### src/rtl/lnis_pkg.sv
// Shared types and constants of the integer layer normalization block.
package lnis_pkg;

   localparam int DIV_NW = 22;
   localparam int DIV_DW = 11;
   localparam int SQ_W   = 22;
   localparam int SQ_RW  = 11;

   localparam logic [1:0] DIV_SEL_MEAN = 2'd0;
   localparam logic [1:0] DIV_SEL_VAR  = 2'd1;
   localparam logic [1:0] DIV_SEL_OUT  = 2'd2;

   localparam logic [23:0] GAIN_RESET = 24'd65536;
   localparam logic signed [7:0] OUT_MAX = 8'sd127;
   localparam logic signed [7:0] OUT_MIN = -8'sd128;

   typedef struct packed {
      logic       load;
      logic       div_start;
      logic [1:0] div_sel;
      logic       mean_cap;
      logic       var1;
      logic       var2;
      logic       var3;
      logic       var_cap;
      logic       sqrt_start;
      logic       sd_cap;
      logic       idx_clear;
      logic       rd;
      logic       em1;
      logic       em2;
      logic       em3;
      logic       em4;
      logic       res_cap;
      logic       next_idx;
      logic       clear;
   } lnis_cmd_type;

   typedef struct packed {
      logic last_slot;
      logic div_done;
      logic sqrt_done;
      logic idx_last;
   } lnis_status_type;

endpackage

### src/rtl/lnis_ctrl.sv
// Controller state machine that sequences loading, statistics and emission.
module lnis_ctrl
   import lnis_pkg::*;
(
   input  logic            clock,
   input  logic            reset,
   input  logic            req_valid,
   input  logic            req_last,
   output logic            req_stall,
   output logic            rsp_valid,
   input  logic            rsp_stall,
   output logic            rsp_result_last,
   output lnis_cmd_type    cmd,
   input  lnis_status_type status
);

   localparam logic [4:0] S_LOAD  = 5'd0;
   localparam logic [4:0] S_MDIV  = 5'd1;
   localparam logic [4:0] S_MWAIT = 5'd2;
   localparam logic [4:0] S_VAR1  = 5'd3;
   localparam logic [4:0] S_VAR2  = 5'd4;
   localparam logic [4:0] S_VAR3  = 5'd5;
   localparam logic [4:0] S_VDIV  = 5'd6;
   localparam logic [4:0] S_VWAIT = 5'd7;
   localparam logic [4:0] S_SWAIT = 5'd8;
   localparam logic [4:0] S_RD    = 5'd9;
   localparam logic [4:0] S_EM1   = 5'd10;
   localparam logic [4:0] S_EM2   = 5'd11;
   localparam logic [4:0] S_EM3   = 5'd12;
   localparam logic [4:0] S_EM4   = 5'd13;
   localparam logic [4:0] S_EDIV  = 5'd14;
   localparam logic [4:0] S_EWAIT = 5'd15;
   localparam logic [4:0] S_OUT   = 5'd16;

   logic [4:0] state_ff, state_in;
   logic       last_ff, last_in;
   logic       sqrt_go_ff, sqrt_go_in;

   assign sqrt_go_in = (state_ff == S_VWAIT) && status.div_done;

   always_comb begin
      state_in = state_ff;
      last_in  = last_ff;
      cmd      = '0;
      cmd.div_sel = DIV_SEL_OUT;
      case (state_ff)
         S_LOAD: begin
            if (req_valid) begin
               cmd.load = 1'b1;
               if (req_last || status.last_slot) begin
                  state_in = S_MDIV;
               end
            end
         end
         S_MDIV: begin
            cmd.div_start = 1'b1;
            cmd.div_sel   = DIV_SEL_MEAN;
            state_in      = S_MWAIT;
         end
         S_MWAIT: begin
            if (status.div_done) begin
               cmd.mean_cap = 1'b1;
               state_in     = S_VAR1;
            end
         end
         S_VAR1: begin
            cmd.var1 = 1'b1;
            state_in = S_VAR2;
         end
         S_VAR2: begin
            cmd.var2 = 1'b1;
            state_in = S_VAR3;
         end
         S_VAR3: begin
            cmd.var3 = 1'b1;
            state_in = S_VDIV;
         end
         S_VDIV: begin
            cmd.div_start = 1'b1;
            cmd.div_sel   = DIV_SEL_VAR;
            state_in      = S_VWAIT;
         end
         S_VWAIT: begin
            if (status.div_done) begin
               cmd.var_cap = 1'b1;
               state_in    = S_SWAIT;
            end
         end
         S_SWAIT: begin
            // The root unit starts on the cycle after the variance lands.
            cmd.sqrt_start = sqrt_go_ff;
            if (status.sqrt_done) begin
               cmd.sd_cap    = 1'b1;
               cmd.idx_clear = 1'b1;
               state_in      = S_RD;
            end
         end
         S_RD: begin
            cmd.rd   = 1'b1;
            state_in = S_EM1;
         end
         S_EM1: begin
            cmd.em1  = 1'b1;
            state_in = S_EM2;
         end
         S_EM2: begin
            cmd.em2  = 1'b1;
            state_in = S_EM3;
         end
         S_EM3: begin
            cmd.em3  = 1'b1;
            state_in = S_EM4;
         end
         S_EM4: begin
            cmd.em4  = 1'b1;
            state_in = S_EDIV;
         end
         S_EDIV: begin
            cmd.div_start = 1'b1;
            state_in      = S_EWAIT;
         end
         S_EWAIT: begin
            if (status.div_done) begin
               cmd.res_cap = 1'b1;
               last_in     = status.idx_last;
               state_in    = S_OUT;
            end
         end
         S_OUT: begin
            if (!rsp_stall) begin
               if (last_ff) begin
                  cmd.clear = 1'b1;
                  state_in  = S_LOAD;
               end else begin
                  cmd.next_idx = 1'b1;
                  state_in     = S_RD;
               end
            end
         end
         default: begin
            state_in = S_LOAD;
         end
      endcase
   end

   always_ff @(posedge clock) begin
      if (reset) begin
         state_ff   <= S_LOAD;
         last_ff    <= 1'b0;
         sqrt_go_ff <= 1'b0;
      end else begin
         state_ff   <= state_in;
         last_ff    <= last_in;
         sqrt_go_ff <= sqrt_go_in;
      end
   end

   assign req_stall       = (state_ff != S_LOAD);
   assign rsp_valid       = (state_ff == S_OUT);
   assign rsp_result_last = last_ff;

endmodule

### config.mk
export PLATFORM = sky130hd
export DESIGN_NAME = lnis_ctrl
export DESIGN_NICKNAME = d
export VERILOG_FILES = /design/src/rtl/lnis_pkg.sv /design/src/rtl/lnis_ctrl.sv
export SDC_FILE = /design/constraint.sdc
export NUM_CORES = 1
export LEC_CHECK = 0
export ABC_AREA = 1
export BUFFER_PORTS_ARGS = -buffer_cell sky130_fd_sc_hd__buf_2
export CORE_AREA = 5 5 43 45
export CTS_BUF_LIST = sky130_fd_sc_hd__clkbuf_4 sky130_fd_sc_hd__clkbuf_8
export DETAILED_ROUTE_END_ITERATION = 8
export DIE_AREA = 0 0 48 50
export PLACE_DENSITY = 0.8
export SLEW_MARGIN = 10
export SYNTH_ARGS = -nofsm -noshare
export SYNTH_HDL_FRONTEND = slang
export SYNTH_SLANG_ARGS = --single-unit
### constraint.sdc
create_clock -name clock -period 3.2 [get_ports clock]
set_clock_uncertainty 0.05 [all_clocks]
set_input_delay 0.8 -clock clock [delete_from_list [all_inputs] [get_ports clock]]
set_output_delay 0.8 -clock clock [all_outputs]
set_load 0.005 [all_outputs]
==> flow_summary.toml, run 1 <==
[timing]
hold_viol = 0
setup_tns_ns = 0
rsz0062_at_grt = "false"
drv_slew = 0
timing.final.crit_share_pct = 72.7
tightest_slew_ns = 0.373
final.min_clock_period_ns = 2.33
timing.fmax_mhz = 430
setup_viol = 0
slew_headroom_pct = 75.1

[clock_tree]
postCtsSetupBuffers = 0
clk_pin_slew_worst_paths_ns = 0.05
cts_hold_buf = 0
cts_sinks = 7
cts_resized = 0
cts_tree = "yes"
cts_buffer_depth = 2
cts-root-buf = "clkbuf_4"
clkLatencyLatePin_ns = 0.25
numCtsBuffers = 3
htreeDepth = 1

[power_and_ir_drop]
power.leakage_nw = 0.535
vdd_drop_max_v = 0.000178
clkPwrFrac_pct = 30.8
p_int_w = 0.000182
comb_power_share_pct = 31.8
pwr-share-seq_pct = 37.4
switching_share_pct = 34.3
p_sw_w = 0.0000949
power_density_nw_per_um2 = 334

[routing]
ant_nets = 0
drc = 0
finalWirelength_mm = 1.79
via_count = 760
initialDrtViolationCount = 9
avgViaCountPerCell = 4.75
drt-pass1-iter-count = 4
wl_per_cell_microns = 11.2

[placed_design]
dpl_cell_area_sq_um = 797
io_buffers = 31
dp.final_hpwl_mm = 1.57
routabilityCongestion = 0.927

[yosys]
post_synth_mux_area_share_pct = 0
ys_types = 20
syn_avg_cell_area_sq_um = 5.79
yosys.area_share.adder_pct = 0
synth_compound_area_share_pct = 9.85
synth-main-ff-cell = "dfxtp_1"
syn_inst = 112
synth_commonest_cells = "inv_1 (23), nand2_1 (19), nor2_1 (17), nand3_1 (9), dfxtp_1 (7)"
synth_top_area_cell = "dfxtp_1"
synth_edf_count = 0
synth_seq_area_share_pct = 21.6
synth-simple-area-share_pct = 48.8
netlist.area_leader.share_pct = 21.6
yosys_warnings = 0
synth-xor-area-share_pct = 0
synth_top_family_by_area = "simple AND/OR/NAND/NOR gates"
synth-seq-cells = 7
synth_async_sr_flop_share_pct = 0
synth.area.top_cells = "dfxtp_1 (22%), inv_1 (13%), nand2_1 (11%)"
syn_nets = 121
post-synth-top-count-cell = "inv_1"
syn_area_sq_um = 648

[floorplanning]
core_area_sq_um = 1440
initial_core_util_pct = 45.1
num_io_pins = 32
die_height_microns = 50
die_area_sq_um = 2400
die_x_microns = 48
rows = 14

[worst_setup_path]
worst_ep_arrival_time_ns = 1.48
cpPeakStageDelay_ns = 0.42
path_cells = "inv_2, nor2_2, nand2_1, nor2_1, nand2_1, inv_1, buf_2"
critPathSlowestCell = "dfxtp_1"
timing.rr.start = "state_ff[4]"
crit_top_cell = "nand2_1"
required_ns = 2.35
reg2reg_depth = 7
rrSetupSlack_ns = 1.76
cp_max_fo = 5
critPathKind = "register to output pin"
crit_path_end_kind = "output pin"
timing.rr.end = "state_ff[2]"
critPathLaunchType = "register"

[global_route]
grt_pass1_vias = 691
grt_pass1_wl_mm = 2.79
antenna_found_initial = 0
grt_max_degree = 11
grt_usage_pct = 15.6
overflow = 0

[worst_hold_path]
min_from = "rsp_result_last"
hold_end = "rsp_result_last"
hold_depth = 2
holdCritPathClass = "register to register"

[cells_and_area]
diodes = 0
finalNetCount = 154
design_area_sq_um = 827
syn2layout_area_growth_pct = 27.6
drive_above_1_share_pct = 36.1

[outcome]
outcome = "complete, no violations"

[job]
max_cap_violations = 0
## how the worst max path moves through the flow
stage | startpoint | endpoint | slack [ns] | cells past startpoint
final | state_ff[0] | cmd[2] | 0.87 | 7
after global routing | state_ff[0] | cmd[2] | 0.73 | 7
after CTS | state_ff[0] | cmd[2] | 0.88 | 7
after detailed placement | status[2] | cmd[2] | 1.14 | 4
after global placement | status[2] | cmd[2] | 1.15 | 4
after floorplan | status[1] | cmd[9] | 1.24 | 3
## stage by stage
step | utilization [%] | worst slack (ns) | cells | hold WS (ns) | total power (W)
final | 57.6 | 0.874 | 160 | 0.466 | 0.000276
after global routing | 57.6 | 0.726 | 160 | 0.496 | 0.000296
after CTS | 57.6 | 0.885 | 160 | 0.470 | 0.000280
after detailed placement | 55.5 | 1.14 | 156 | 0.461 | 0.000192
after global placement | 55.5 | 1.15 | 156 | 0.439 | 0.000191
after floorplan | - | 1.24 | 112 | 0.435 | 0.000164
## state kept, by name (all words and copies together), names as in the netlist
signal and cells:
state_ff 5, sqrt_go_ff 1, rsp_result_last 1
## critical path: cells and delay by family, from the launching register on
family                 cells  cell delay [ns]
DFF                        1             0.42
and+or+nand+nor            4             0.56
buffers and inverters      3             0.24
## cell families after synthesis
group           count (synthesis)
flops                           7
simple gates                   64
compound gates                 11
buf+inv                        30
## power by group through the flow
stage	clock, W	combinational, W	sequential (W)
4_1_cts	0.0000886	0.0000883	0.000103
3_3_place_gp	0	0.0000867	0.000104
3_5_place_dp	0	0.0000879	0.000104
6_report	0.0000850	0.0000880	0.000103
5_1_grt	0.0000926	0.0000983	0.000105
2_1_floorplan	0	0.0000649	0.0000993
## layout by cell type (no fill, tap or decap)
master / instances
nand3_2: 3
nor2_1: 17
buf_2: 31
nor2_4: 2
a21oi_1: 3
o21ai_0: 2
nand4_1: 4
nand2_2: 1
a31oi_1: 1
nand3_1: 9
o21ai_1: 3
a21oi_2: 2
nand2_1: 19
nor3_1: 3
dfxtp_1: 7
clkinv_1: 1
inv_1: 23
inv_2: 3
nor2_2: 6
clkbuf_4: 4
## layer usage
| metal | global-route usage, % | part of all wire (%) | up-vias |
|---|---|---|---|
| li1 | - | - | 408 |
| met1 | 18.1 | 43 | 332 |
| met2 | 26.4 | 51 | 18 |
| met3 | 1.09 | 5.1 | 2 |
| met4 | 8.52 | 1.3 | 0 |
| met5 | 0 | 0 | - |
## layout make-up
class,instances,area (sq um)
fill,162,609
multi-input combinational,75,380
tap,16,20.0
timing repair buffer,31,155
clock buffer,4,30.0
inverter,27,101
sequential,7,140
(Power assumes the default switching activity.)
==> run 2, diff against run 1 <==
CORE_AREA = 5 5 44 46   (was 5 5 43 45)
DIE_AREA = 0 0 49 51   (was 0 0 48 50)
PLACE_DENSITY = 0.77   (was 0.8)
clock period = 2.15 ns   (was 3.2 ns; I/O delays follow)
==> flow_summary.toml, run 2 (same netlist as run 1, synthesis figures left out) <==
[outcome]
outcome = "complete, no violations"

[power_and_ir_drop]
power.leakage_nw = 0.537
power_density_nw_per_um2 = 501
vdd_drop_max_v = 0.000271
p_total_w = 0.000418

[clock_tree]
cts_buffer_depth = 2
clkLatencyLatePin_ns = 0.24
cts_sinks = 7
cts_hold_buf = 0
htreeDepth = 1
numCtsBuffers = 3
clk_pin_slew_worst_paths_ns = 0.05
cts-root-buf = "clkbuf_4"
cts_tree = "yes"

[cells_and_area]
mostFrequentLayoutCells = "buf_2 (31), inv_1 (23), nand2_1 (19)"
seqCellArea_sq_um = 143
finalNetCount = 154
syn2layout_area_growth_pct = 28.8
regMostFlops = "state_ff"
largest_register_ffs = 5
drive_above_1_share_pct = 37.5
final_common_cell = "buf_2"
diodes = 0
fin_util_pct = 56.7
multi_input_area_sq_um = 385
fillers = 163

[timing]
timing.final.crit_share_pct = 93.0
hold_viol = 0
fin_ws_ns = 0.152
rsz0062_at_grt = "false"
tightest_slew_ns = 0.345
slew_headroom_pct = 77.0
drv_slew = 0
timing.fmax_mhz = 500
final.min_clock_period_ns = 2.00
setup_viol = 0
setup_tns_ns = 0

[floorplanning]
num_io_pins = 32
initial_core_util_pct = 44.0
rows = 14
core_area_sq_um = 1470
die_x_microns = 49
die_height_microns = 51
die_area_sq_um = 2500

[worst_hold_path]
min_from = "rsp_result_last"
hold_depth = 2
hold_end = "rsp_result_last"
holdCritPathClass = "register to register"

[placed_design]
io_buffers = 31
place_ws_ns = 0.374
dp.final_hpwl_mm = 1.50
routabilityCongestion = 0.939

[routing]
finalWirelength_mm = 1.77
ant_nets = 0
avgViaCountPerCell = 5.09
wl_per_cell_microns = 11.0
via_count = 814
drc = 0
initialDrtViolationCount = 49
drt-pass1-iter-count = 4

[global_route]
antenna_found_initial = 0
overflow = 0
grt_usage_pct = 14.4
grt_pass1_wl_mm = 2.97
grt_max_degree = 11
grt_pass1_vias = 730

[worst_setup_path]
cp_max_fo = 7
crit_path_end_kind = "output pin"
required_ns = 1.56
rrSetupSlack_ns = 0.74
timing.rr.end = "state_ff[1]"
worst_ep_arrival_time_ns = 1.41
critPathLaunchType = "register"
reg2reg_depth = 8
critPathKind = "register to output pin"
timing.rr.start = "state_ff[2]"

[job]
max_cap_violations = 0
[run 2: critical path, stage by stage, from the launching register on]
cell,delay (ns)
dfxtp_1,0.40
nor2_4,0.25
nand3_2,0.12
nor2_2,0.13
inv_1,0.07
nor2_1,0.08
buf_2,0.12
[run 2: timing repair]
item,4_1_cts,5_1_grt
setup endpoints to repair,0,5
gates resized for setup,0,3
setup buffers,0,0
[run 2: routing by layer]
metal	global-route usage [%]	part of all wire [%]	wire (microns)
met5	0	0	0
met4	5.83	0.45	8
met3	3.49	8.0	142
met1	17.5	41	724
met2	24.6	50	890
[run 2: metrics by stage]
stage          instances  hold slack (ns)  area, sq um
6_report             160            0.466          835
5_1_grt              160            0.462          835
3_5_place_dp         156            0.463          797
4_1_cts              160            0.462          827
3_3_place_gp         156            0.458          797
2_1_floorplan        112            0.435          648
[run 2: worst max-delay path by stage]
stage,start,end,slack [ns],cells after the start
after floorplan,state_ff[1],cmd[9],0.48,7
after global placement,state_ff[1],cmd[1],0.39,6
after detailed placement,state_ff[1],cmd[8],0.37,6
after CTS,state_ff[1],cmd[8],0.11,6
after global routing,state_ff[2],cmd[11],0.02,5
final,state_ff[2],cmd[1],0.15,6
[run 2: power by group]
group / switching (W) / internal (W)
logic: 0.0000828 / 0.0000517
clock network: 0.0000431 / 0.0000831
registers: 0.0000188 / 0.000139
total: 0.000145 / 0.000273
[run 2: cell type report]
cell class,instances,area share (%)
clock buffer,4,3.60
sequential,7,17.1
timing repair buffer,31,18.6
tap,16,2.40
inverter,27,12.1
multi-input combinational,75,46.2
